--- src/rtl/core/rtpd_pkg.sv ---
`timescale 1ns / 1ps
`default_nettype none

package rtpd_pkg;

  localparam logic [7:0] CH_SPACE   = 8'h20;
  localparam logic [7:0] CH_PERCENT = 8'h25;
  localparam logic [7:0] CH_SLASH   = 8'h2F;

  localparam int unsigned RES_MAX = 4;

  // Version strings, byte 0 first.
  localparam logic [0:7][7:0] VER_A = "HTTP/1.1";
  localparam logic [0:7][7:0] VER_B = "HTTP/1.0";

  typedef enum logic [1:0] {
    PH_LEAD,
    PH_TARGET,
    PH_GAP,
    PH_TOKEN
  } phase_t;

  typedef struct packed {
    logic [7:0] in_byte;
    logic       is_last;
  } in_item_t;

  typedef struct packed {
    logic [7:0] out_byte;
    logic       is_data;
    logic       is_end;
    logic       version_seen;
    logic       status;
  } out_item_t;

  // Target decode state: pending count, byte after a held '%', held slash.
  typedef struct packed {
    logic [1:0] pcnt;
    logic [7:0] pbyte;
    logic       held;
    logic       emitted;
  } tgt_t;

  typedef struct packed {
    logic [3:0] idx;
    logic [1:0] match;
  } ver_t;

  typedef struct packed {
    phase_t phase;
    tgt_t   tgt;
    ver_t   ver;
    logic   tseen;
  } dec_state_t;

  typedef struct packed {
    logic [2:0]               cnt;
    out_item_t [RES_MAX-1:0]  item;
  } batch_t;

  typedef struct packed {
    tgt_t   tgt;
    batch_t res;
  } work_t;

  localparam dec_state_t DEC_RESET = '{
    phase: PH_LEAD,
    tgt:   '0,
    ver:   '{idx: 4'd0, match: 2'b11},
    tseen: 1'b0
  };

  function automatic work_t push_byte(work_t w, logic [7:0] b);
    work_t r;
    r = w;
    if (r.res.cnt < 3'(RES_MAX)) begin
      r.res.item[r.res.cnt[1:0]] = '{out_byte: b, is_data: 1'b1, is_end: 1'b0,
                                     version_seen: 1'b0, status: 1'b0};
      r.res.cnt = 3'(r.res.cnt + 3'd1);
    end
    r.tgt.emitted = 1'b1;
    return r;
  endfunction

  // Hex digit value, upper case only; bit 4 flags a valid digit.
  function automatic logic [4:0] hex_val(logic [7:0] c);
    logic [4:0] r;
    r = '0;
    if (c >= 8'h30 && c <= 8'h39) begin
      r = {1'b1, c[3:0]};
    end else if (c >= 8'h41 && c <= 8'h46) begin
      r = {1'b1, 4'(c[3:0] + 4'd9)};
    end
    return r;
  endfunction

  function automatic logic code_ok(logic [7:0] v);
    logic ok;
    case (v) inside
      8'h20, 8'h21, [8'h23:8'h29], [8'h2B:8'h2E], 8'h3B, 8'h3D, 8'h40,
      8'h5B, [8'h5D:8'h60], 8'h7B, 8'h7D, 8'h7E: ok = 1'b1;
      default: ok = 1'b0;
    endcase
    return ok;
  endfunction

  // One byte into the target with nothing pending.
  function automatic work_t feed_idle(work_t w, logic [7:0] c);
    work_t r;
    r = w;
    if (r.tgt.held) begin
      r = push_byte(r, CH_SLASH);
      r.tgt.held = 1'b0;
    end
    if (c == CH_SLASH) begin
      r.tgt.held = 1'b1;
    end else if (c == CH_PERCENT) begin
      r.tgt.pcnt = 2'd1;
    end else begin
      r = push_byte(r, c);
    end
    return r;
  endfunction

  function automatic work_t feed(work_t w, logic [7:0] c);
    work_t      r;
    logic [4:0] hi;
    logic [4:0] lo;
    logic [7:0] b;
    r  = w;
    hi = hex_val(w.tgt.pbyte);
    lo = hex_val(c);
    b  = w.tgt.pbyte;
    case (w.tgt.pcnt)
      2'd0: r = feed_idle(r, c);
      2'd1: begin
        r.tgt.pbyte = c;
        r.tgt.pcnt  = 2'd2;
      end
      default: begin
        r.tgt.pcnt = 2'd0;
        if (hi[4] && lo[4] && code_ok({hi[3:0], lo[3:0]})) begin
          r = push_byte(r, {hi[3:0], lo[3:0]});
        end else begin
          // Pass the '%' through and look at both bytes again.
          r = push_byte(r, CH_PERCENT);
          r = feed_idle(r, b);
          if (r.tgt.pcnt == 2'd1) begin
            r.tgt.pbyte = c;
            r.tgt.pcnt  = 2'd2;
          end else begin
            r = feed_idle(r, c);
          end
        end
      end
    endcase
    return r;
  endfunction

  function automatic work_t finish(work_t w);
    work_t r;
    r = w;
    if (r.tgt.pcnt == 2'd2) begin
      r.tgt.pcnt = 2'd0;
      r = push_byte(r, CH_PERCENT);
      r = feed_idle(r, w.tgt.pbyte);
    end
    if (r.tgt.pcnt == 2'd1) begin
      r.tgt.pcnt = 2'd0;
      r = push_byte(r, CH_PERCENT);
    end
    if (r.tgt.held) begin
      if (!r.tgt.emitted) begin
        r = push_byte(r, CH_SLASH);
      end
      r.tgt.held = 1'b0;
    end
    return r;
  endfunction

  function automatic ver_t token_byte(ver_t v, logic [7:0] c);
    ver_t r;
    r = v;
    if (!v.idx[3]) begin
      if (c == CH_SPACE) begin
        r.match = 2'b00;
        r.idx   = 4'd8;
      end else begin
        if (c != VER_A[v.idx[2:0]]) r.match[0] = 1'b0;
        if (c != VER_B[v.idx[2:0]]) r.match[1] = 1'b0;
        r.idx = 4'(v.idx + 4'd1);
      end
    end
    return r;
  endfunction

endpackage

`default_nettype wire

--- src/rtl/core/rtpd_step.sv ---
`timescale 1ns / 1ps
`default_nettype none

module rtpd_step import rtpd_pkg::*; (
  input  dec_state_t st,
  input  in_item_t   item,
  output dec_state_t st_nxt,
  output batch_t     batch
);

  work_t      w;
  dec_state_t nxt;
  logic [7:0] c;
  logic       bad;

  always_comb begin
    c     = item.in_byte;
    nxt   = st;
    w.tgt = st.tgt;
    w.res = '0;
    bad   = 1'b0;

    case (st.phase)
      PH_LEAD: begin
        if (c == CH_SPACE) begin
          w = push_byte(w, c);
        end else begin
          nxt.phase = PH_TARGET;
          w = feed(w, c);
        end
      end
      PH_TARGET: begin
        if (c == CH_SPACE) begin
          w = finish(w);
          nxt.phase = PH_GAP;
        end else begin
          w = feed(w, c);
        end
      end
      PH_GAP: begin
        if (c != CH_SPACE) begin
          nxt.tseen = 1'b1;
          nxt.phase = PH_TOKEN;
          nxt.ver   = token_byte(st.ver, c);
        end
      end
      default: nxt.ver = token_byte(st.ver, c);
    endcase

    if (item.is_last) begin
      if (nxt.phase inside {PH_LEAD, PH_TARGET}) begin
        w = finish(w);
      end
      bad = nxt.tseen && (!nxt.ver.idx[3] || nxt.ver.match == 2'b00);
      if (w.res.cnt < 3'(RES_MAX)) begin
        w.res.item[w.res.cnt[1:0]] = '{out_byte: 8'h00, is_data: 1'b0, is_end: 1'b1,
                                       version_seen: nxt.tseen, status: bad};
        w.res.cnt = 3'(w.res.cnt + 3'd1);
      end
    end

    nxt.tgt = w.tgt;
    st_nxt  = item.is_last ? DEC_RESET : nxt;
    batch   = w.res;
  end

endmodule

`default_nettype wire

--- src/rtl/core/rtpd_res_buf.sv ---
`timescale 1ns / 1ps
`default_nettype none

module rtpd_res_buf import rtpd_pkg::*; (
  input  logic      clk,
  input  logic      rst_n,
  input  logic      load,
  input  batch_t    batch,
  output logic      load_ok,
  output logic      out_valid,
  input  logic      out_stall,
  output out_item_t out_data
);

  logic [2:0]              cnt_r;
  logic [2:0]              cnt_nxt;
  out_item_t [RES_MAX-1:0] items_r;
  out_item_t [RES_MAX-1:0] items_nxt;
  logic                    fire;

  assign fire      = (cnt_r != 3'd0) && !out_stall;
  assign load_ok   = (cnt_r == 3'd0) || ((cnt_r == 3'd1) && !out_stall);
  assign out_valid = (cnt_r != 3'd0);
  assign out_data  = items_r[0];

  always_comb begin
    cnt_nxt   = cnt_r;
    items_nxt = items_r;
    if (load) begin
      cnt_nxt   = batch.cnt;
      items_nxt = batch.item;
    end else if (fire) begin
      // advance the queue by one entry
      cnt_nxt = 3'(cnt_r - 3'd1);
      for (int i = 0; i < RES_MAX - 1; i++) begin
        items_nxt[i] = items_r[i+1];
      end
    end
  end

  always_ff @(posedge clk) begin
    if (!rst_n) begin
      cnt_r <= 3'd0;
    end else begin
      cnt_r <= cnt_nxt;
    end
  end

  always_ff @(posedge clk) begin
    items_r <= items_nxt;
  end

endmodule

`default_nettype wire

--- src/rtl/core/request_target_percent_decoder.sv ---
// Request-target percent decoder.
// Input channel (in_valid / in_stall / in_data): one byte of an HTTP request
// line per transaction, starting after the method keyword, CR removed, the
// final byte flagged by is_last. Output channel (out_valid / out_stall /
// out_data): decoded target bytes (is_data = 1), then one summary transaction
// (is_end = 1) per line carrying version_seen and status.
// An accepted byte waits in the input register, is decoded combinationally,
// and its results load into the registered result queue once it can take them.
// Throughput: one byte per cycle while each byte yields at most one result and
// out_stall is low. A byte that yields k results (up to four: a rejected
// escape plus the end of line) holds the queue until all k have left. The
// queue drains one result per cycle unless stalled; it alone limits the rate.
// Reset (rst_n low, synchronous) empties the input register and the result
// queue and returns the decoder to the start-of-line state. Each summary
// also returns the decoder to that state.
// When the receiver stalls, the front result holds; the input register keeps
// one byte and in_stall rises once that byte cannot enter the queue.
`timescale 1ns / 1ps
`default_nettype none

module request_target_percent_decoder import rtpd_pkg::*; (
  input  logic      clk,
  input  logic      rst_n,
  input  logic      in_valid,
  output logic      in_stall,
  input  in_item_t  in_data,
  output logic      out_valid,
  input  logic      out_stall,
  output out_item_t out_data
);

  // Input register
  logic       iv_r;
  logic       iv_nxt;
  in_item_t   item_r;

  // Decoder state
  dec_state_t st_r;
  dec_state_t st_nxt;

  batch_t     batch;
  logic       load_ok;
  logic       advance;

  // Move the held byte into the result queue once the queue frees up.
  assign advance  = iv_r && load_ok;
  assign in_stall = iv_r && !load_ok;
  assign iv_nxt   = in_stall ? iv_r : in_valid;

  always_ff @(posedge clk) begin
    if (!rst_n) begin
      iv_r <= 1'b0;
    end else begin
      iv_r <= iv_nxt;
    end
  end

  // Capture a new transaction whenever the register is not held.
  always_ff @(posedge clk) begin
    if (!in_stall && in_valid) begin
      item_r <= in_data;
    end
  end

  // Decode one byte: all of its results in one pass.
  rtpd_step u_step (
    .st     (st_r),
    .item   (item_r),
    .st_nxt (st_nxt),
    .batch  (batch)
  );

  // Commit decoder state only when the byte's results are taken.
  always_ff @(posedge clk) begin
    if (!rst_n) begin
      st_r <= DEC_RESET;
    end else if (advance) begin
      st_r <= st_nxt;
    end
  end

  rtpd_res_buf u_res_buf (
    .clk       (clk),
    .rst_n     (rst_n),
    .load      (advance),
    .batch     (batch),
    .load_ok   (load_ok),
    .out_valid (out_valid),
    .out_stall (out_stall),
    .out_data  (out_data)
  );

endmodule

`default_nettype wire

--- config.mk ---
export PLATFORM = sky130hd
export DESIGN_NAME = request_target_percent_decoder
export DESIGN_NICKNAME = d
export VERILOG_FILES = /design/src/rtl/core/rtpd_pkg.sv /design/src/rtl/core/rtpd_step.sv /design/src/rtl/core/rtpd_res_buf.sv /design/src/rtl/core/request_target_percent_decoder.sv
export SDC_FILE = /design/constraint.sdc
export NUM_CORES = 1
export LEC_CHECK = 0
export BUFFER_PORTS_ARGS = -buffer_cell sky130_fd_sc_hd__buf_2
export CELL_PAD_IN_SITES_DETAIL_PLACEMENT = 0
export CELL_PAD_IN_SITES_GLOBAL_PLACEMENT = 2
export CORE_ASPECT_RATIO = 1.5
export CORE_UTILIZATION = 39
export DETAILED_ROUTE_END_ITERATION = 16
export PLACE_DENSITY = 0.79
export SETUP_SLACK_MARGIN = 0.1
export SYNTH_ARGS = -nofsm -noshare
export SYNTH_HDL_FRONTEND = slang
export SYNTH_SLANG_ARGS = --single-unit
--- constraint.sdc ---
create_clock -name clk -period 11.98 [get_ports clk]
set_input_delay 1.797 -clock clk [delete_from_list [all_inputs] [get_ports clk]]
set_output_delay 1.797 -clock clk [all_outputs]
set_load 0.01 [all_outputs]
### Yosys cells after proc, flatten, opt, wreduce, memory -nomap -nowiden

Memories as Yosys holds them, arrays and structs flattened.
Cells that the tools add are included.
W data, S select, Z words.

| operators by class | value |
|---|---|
| add/subtract/negate cells | 24 |
| order comparisons | 81 |
| equal/unequal tests | 41 |
| muxes and demuxes | 265 |
| bitwise logic cells | 34 |
| reduce and logical (&&, ||, !) cells | 59 |

Operator list:

| cell | count |
|---|---|
| $mux W63 | 47 |
| $mux W51 | 31 |
| $mux W52 | 29 |
| $demux W12 S2 | 20 |
| $bwmux W48 | 9 |
| $mux W12 | 31 |
| $pmux W53 S2 | 2 |
| $not A24 Y24 | 8 |
| $mux W10 | 18 |
| $pmux W63 S2 | 1 |
| $and A24 B24 Y24 | 5 |
| $eq A8 B6 Y1 const B | 15 |
| $or A24 B24 Y24 | 5 |
| $mux W53 | 2 |
| $and A32 B32 Y32 | 3 |
| $not A32 Y32 | 3 |
| $eq A8 B7 Y1 const B | 10 |
| $and A6 B24 Y24 | 3 |
| $mux W36 | 2 |
| $or A6 B24 Y24 | 3 |
| $add A3 B1 Y3 const B | 20 |
| $lt A2 B3 Y1 const B | 20 |
| $lt A3 B3 Y1 const B | 20 |
| $mux W5 | 10 |
| 38 further kinds | 187 |

| storage, ports and cells | value |
|---|---|
| bits in registers | 82 |
| ROM bits | 128 |
| output and inout bits | 14 |
| memories kept | 2 |

Memories:

| memory | depth | bits a word | read ports | clocked after Yosys merged registers in | wr ports | RTL line | source |
|---|---|---|---|---|---|---|---|
| (no name shown) | 8 | 8 | 1 | 0 | 0 | rtpd_pkg.sv:189 | `if (c != VER_A[v.idx[2:0]]) r.match[0] = 1'b0;` |
| (no name shown) | 8 | 8 | 1 | 0 | 0 | rtpd_pkg.sv:190 | `if (c != VER_B[v.idx[2:0]]) r.match[1] = 1'b0;` |

### Logic depth before layout (Yosys ltp)

| logic depth | value |
|---|---|
| word-level depth | 130 |
| mapped depth | 42 |

### Hierarchy

Synthesis repeated with hierarchy kept, for this count alone.

| unflattened totals | value |
|---|---|
| cells, all modules | 1126 |
| area total of the unflattened synthesis | 8837.2 um^2 |

By module, submodules not included:

| module | instances | cells an instance | area an instance (um^2) | seq. area each (um^2) |
|---|---|---|---|---|
| rtpd_step | 1 | 888 | 5467.7 | 0.0 |
| rtpd_res_buf | 1 | 129 | 2197.1 | 1501.4 |
| request_target_percent_decoder | 1 | 109 | 1172.4 | 710.7 |

### Worst setup path before layout

OpenSTA, ideal clock, no wires.

| path | value |
|---|---|
| path type | reg2reg |
| start | register st_r[10] (netlist bit) |
| end | register u_res_buf.items_r[16] (netlist bit) (data pin) |
| setup time | 261 ps |
| arrival | 8154 ps |
| path slack | 3566 ps |
| cell stages (with the launch flop) | 43 |
| buffers on the path | 1 |
| period minus slack after synthesis | 8414 ps |
| cells stage by stage | dfxtp_1 -> clkbuf_1 -> inv_1 -> ha_1 -> nor4bb_1 -> nand2_1 -> clkinv_1 -> ha_1 -> o21ai_0 -> nand2_1 -> inv_1 -> ha_1 -> o21ai_0 -> inv_1 -> ha_1 -> or3_1 -> o211ai_1 -> a31oi_1 -> (+7 left out) -> o21a_1 -> ha_1 -> o41ai_1 -> a31oi_1 -> a21o_1 -> ha_1 -> nor2b_1 -> nor2_1 -> ha_1 -> a31oi_1 -> o31ai_1 -> inv_1 -> ha_1 -> nand2_1 -> o21ai_4 -> o21bai_1 -> nand2_1 -> a221o_1 |

RTL lines:

| item | RTL line | source |
|---|---|---|
| start, declared | request_target_percent_decoder.sv:38 | `dec_state_t st_r;` |
| start signal, assigned | request_target_percent_decoder.sv:78 | `st_r <= st_nxt;` |
| end signal, assigned | rtpd_res_buf.sv:50 | `items_r <= items_nxt;` |
| end, declared | rtpd_res_buf.sv:17 | `out_item_t [RES_MAX-1:0] items_r;` |

==> out/summary.txt <==
IO Port Bufs = 26
Slew HR = 33.9%
Die Wd = 123 µm
# rows = 65
Ant. Diodes = 0
Worst Hold Class = reg2reg
Multi-input gate area = 5800 µm²
CTS Hold Bufs = 0
Postcts setup bufs = 0
R2R setup slack = 1640 ps
RD Place Congestion = 1.03
Syn_nets = 1,157
Grt ovf = 0
Clk_skew = 16.0 ps
Synth warn = 0
Number of distinct library cells after synthesis = 102
Critical Path Max Stage Delay = 540 ps
Initial antenna violation count = 0
CTS sink count = 82
Post-Syn Instances = 1,075
Clk pwr share = 27.1%
Largest family of logic cells by synthesized area = compound AO/OA/AOI/OAI gates
Final Net Count = 1,147
Crit-path max FO = 17
CP endpoint kind = flop
RSZ-0062 raised after global routing = false
Clk_lat worst skew = 380 ps
Least-Margin Pin Slew = 992 ps
Core area = 21,200 µm²
H-Tree Depth = 3
Register bit total from synthesis = 82
Reg area = 2210 µm²
Avg WL per Cell = 27.2 µm
Clock transition at path regs = 70 ps
Drt pass-1 iters = 6
Sequential fraction of design power = 41.8%
Vias in the first global route = 8,397
Syn Area/Cell = 7.94 µm²
Status = completed
First-iteration detailed-routing DRC count = 985
# setup viols final = 0
Full die area = 22,500 µm²
IO Pins = 27
Final hold violation count = 0
PD cells = 126 nW/µm²
Fmax = 0.0967 GHz
Comb power frac = 31.1%
Seq/Total Area, Yosys = 25.9%
Critical path launch point type = flop
Synth Area in Compound Gates = 31.6%
Crit share post-route = 86.3%
CTS buffer count = 9
Post-layout util = 43.1%
GR Util All Layers = 33.5%
Async SR Flop Fraction = 0%
CTS tree = yes
Post-Syn Area = 8530 µm²
DIE HEIGHT = 183 µm
Initial Utilization = 40.2%
Post-route setup TNS = 0 ps
Post-DP HPWL = 27,600 µm
Layout cells sized above 1 = 10.9%
Simple-Gate Fraction of Synth Area = 23.4%
Xor/xnor share of the synthesized area = 1.13%
Crit Path Category = reg2reg
Gates resized, CTS repair = 0
DR vias = 8,736
Synth-to-Final Area Change = 7.18%
Internal = 0.721 mW
Critical Path AT = 10,460 ps
Final WL = 36,400 µm
Placement Setup Slack = 1810 ps
Final worst slack = 1640 ps
Leak Pwr = 3.44 nW
Max-Cap Viols = 0
EDFF count, synth = 57
Most used DFF post-synth = edfxtp_1
Root Driver = clkbuf_16
Vias per inst = 6.53
Required @ worst endpoint = 12,100 ps
Synth area leader = edfxtp_1
Fill cells = 2,191
Top cell type's share of synthesized area = 20.1%
First-pass GRT wire length = 54,200 µm
Ranking of synthesized cells by area = edfxtp_1 20%, ha_1 10%, dfxtp_1 5.9%, a21oi_1 5.7%, nand2_1 5.0%
Post-synthesis adder-cell area fraction = 10.1%
Net Sw Frac = 37.4%
Largest net degree at the start of global routing = 51
Peak VDD IR = 0.231 mV
Mux cell area share after synthesis = 1.55%
Final worst path period need = 10,340 ps
CTS Buffer Depth = 2
Crit-path slowest cell = dfxtp_1
DRC = 0
Sw Pwr = 0.431 mW
Cell with the most instances on the worst path = ha_1
Slew Viols, Final = 0
Post-DRT Antenna Nets = 0
[layout by cell type (no fill, tap or decap), drive strengths merged, types with 25 or more instances in the layout]
cell type    n
nor2        97
nor3        27
a21oi       99
edfxtp      57
inv         51
nand3       27
nand2      114
buf         48
o21ai       82
dfxtp       25
ha          69
a22oi       29
a31oi       25
[registers in the layout (all words and copies together), names as in the netlist]
register,flops
iv_r,1
st_r,21
u_res_buf.cnt_r,3
u_res_buf.items_r,36
u_res_buf.out_data,12
item_r,9
[metrics by stage]
stage | cell area, µm² | std cells | hold slack, ps | total power, mW
2_1_floorplan | 8530 | 1075 | 427 | 0.732
3_3_place_gp | 8840 | 1322 | 436 | 0.843
3_5_place_dp | 8840 | 1322 | 441 | 0.843
4_1_cts | 9150 | 1338 | 457 | 1.15
5_1_grt | 9150 | 1338 | 476 | 1.20
6_report | 9150 | 1338 | 453 | 1.15
[final timing paths]
check,startpoint,to,cells after the start
min reg2reg,st_r[1]$_SDFFE_PN1P_,st_r[1]$_SDFFE_PN1P_,1
min,st_r[1]$_SDFFE_PN1P_,st_r[1]$_SDFFE_PN1P_,1
max,st_r[10]$_SDFFE_PN0P_,u_res_buf.items_r[16]$_DFFE_PP_,41
max reg2reg,st_r[10]$_SDFFE_PN0P_,u_res_buf.items_r[16]$_DFFE_PP_,41
[synthesized netlist by cell type (all sizes together), types with 5 or more instances]
| cell | n |
|---|---|
| nor2b | 20 |
| edfxtp | 57 |
| mux2i | 11 |
| o21a | 9 |
| and3 | 17 |
| a211o | 9 |
| nor3 | 27 |
| nand4 | 9 |
| nor3b | 6 |
| or3 | 11 |
| nand2b | 8 |
| o21bai | 5 |
| ha | 69 |
| inv | 48 |
| a22oi | 29 |
| a211oi | 8 |
| buf | 29 |
| nand2 | 114 |
| o211ai | 8 |
| or2 | 8 |
| o31ai | 11 |
| xnor2 | 8 |
| a221oi | 9 |
| dfxtp | 25 |
| o21ai | 82 |
| a22o | 18 |
| o221ai | 8 |
| a21o | 9 |
| a21oi | 99 |
| a31oi | 25 |
| a32oi | 9 |
| o22ai | 15 |
| nor2 | 97 |
| and2 | 18 |
| clkbuf | 40 |
| nand3 | 27 |
[power groups by stage]
stage / Combinational [mW] / Sequential (mW) / Clock [mW]
final: 0.359 / 0.481 / 0.312
after global routing: 0.389 / 0.488 / 0.325
after CTS: 0.359 / 0.480 / 0.313
after detailed placement: 0.357 / 0.486 / 0
after global placement: 0.359 / 0.484 / 0
after floorplan: 0.271 / 0.461 / 0
[routing by layer]
layer  wire, µm  vias up  track usage, %
met1      13700     4193            38.7
met2      17500      411            55.2
li1           -     3998               -
met4       3190        0            26.4
met3       2050      134            3.98
met5          0        -               0
[cell families (layout without fill, tap and decap cells)]
kind of cell / Yosys count / after routing
AO/OA/AOI/OAI: 393 / 393
flip-flops: 82 / 82
AND/OR/NAND/NOR: 387 / 387
buffers and inverters: 120 / 115
multiplexers: 13 / 13
XOR/XNOR: 11 / 11
adder cells (fa/ha/maj): 69 / 69
[worst max-delay path: cells and delay by family, from the launching register on]
kind | cells | cell delay, ps
compound gates | 15 | 3610
fa+ha+maj | 10 | 2950
simple gates | 10 | 1800
buf+inv | 6 | 1130
flops | 1 | 540
[layout make-up]
type,instances,area share (%)
flip-flops and latches,82,24.2
repair buffers,48,3.23
inverters,51,2.09
well taps,268,3.67
clock inverters,7,0.944
clock buffers,9,2.46
multi-input cells,873,63.4
Power figures use the tool's default switching activity.
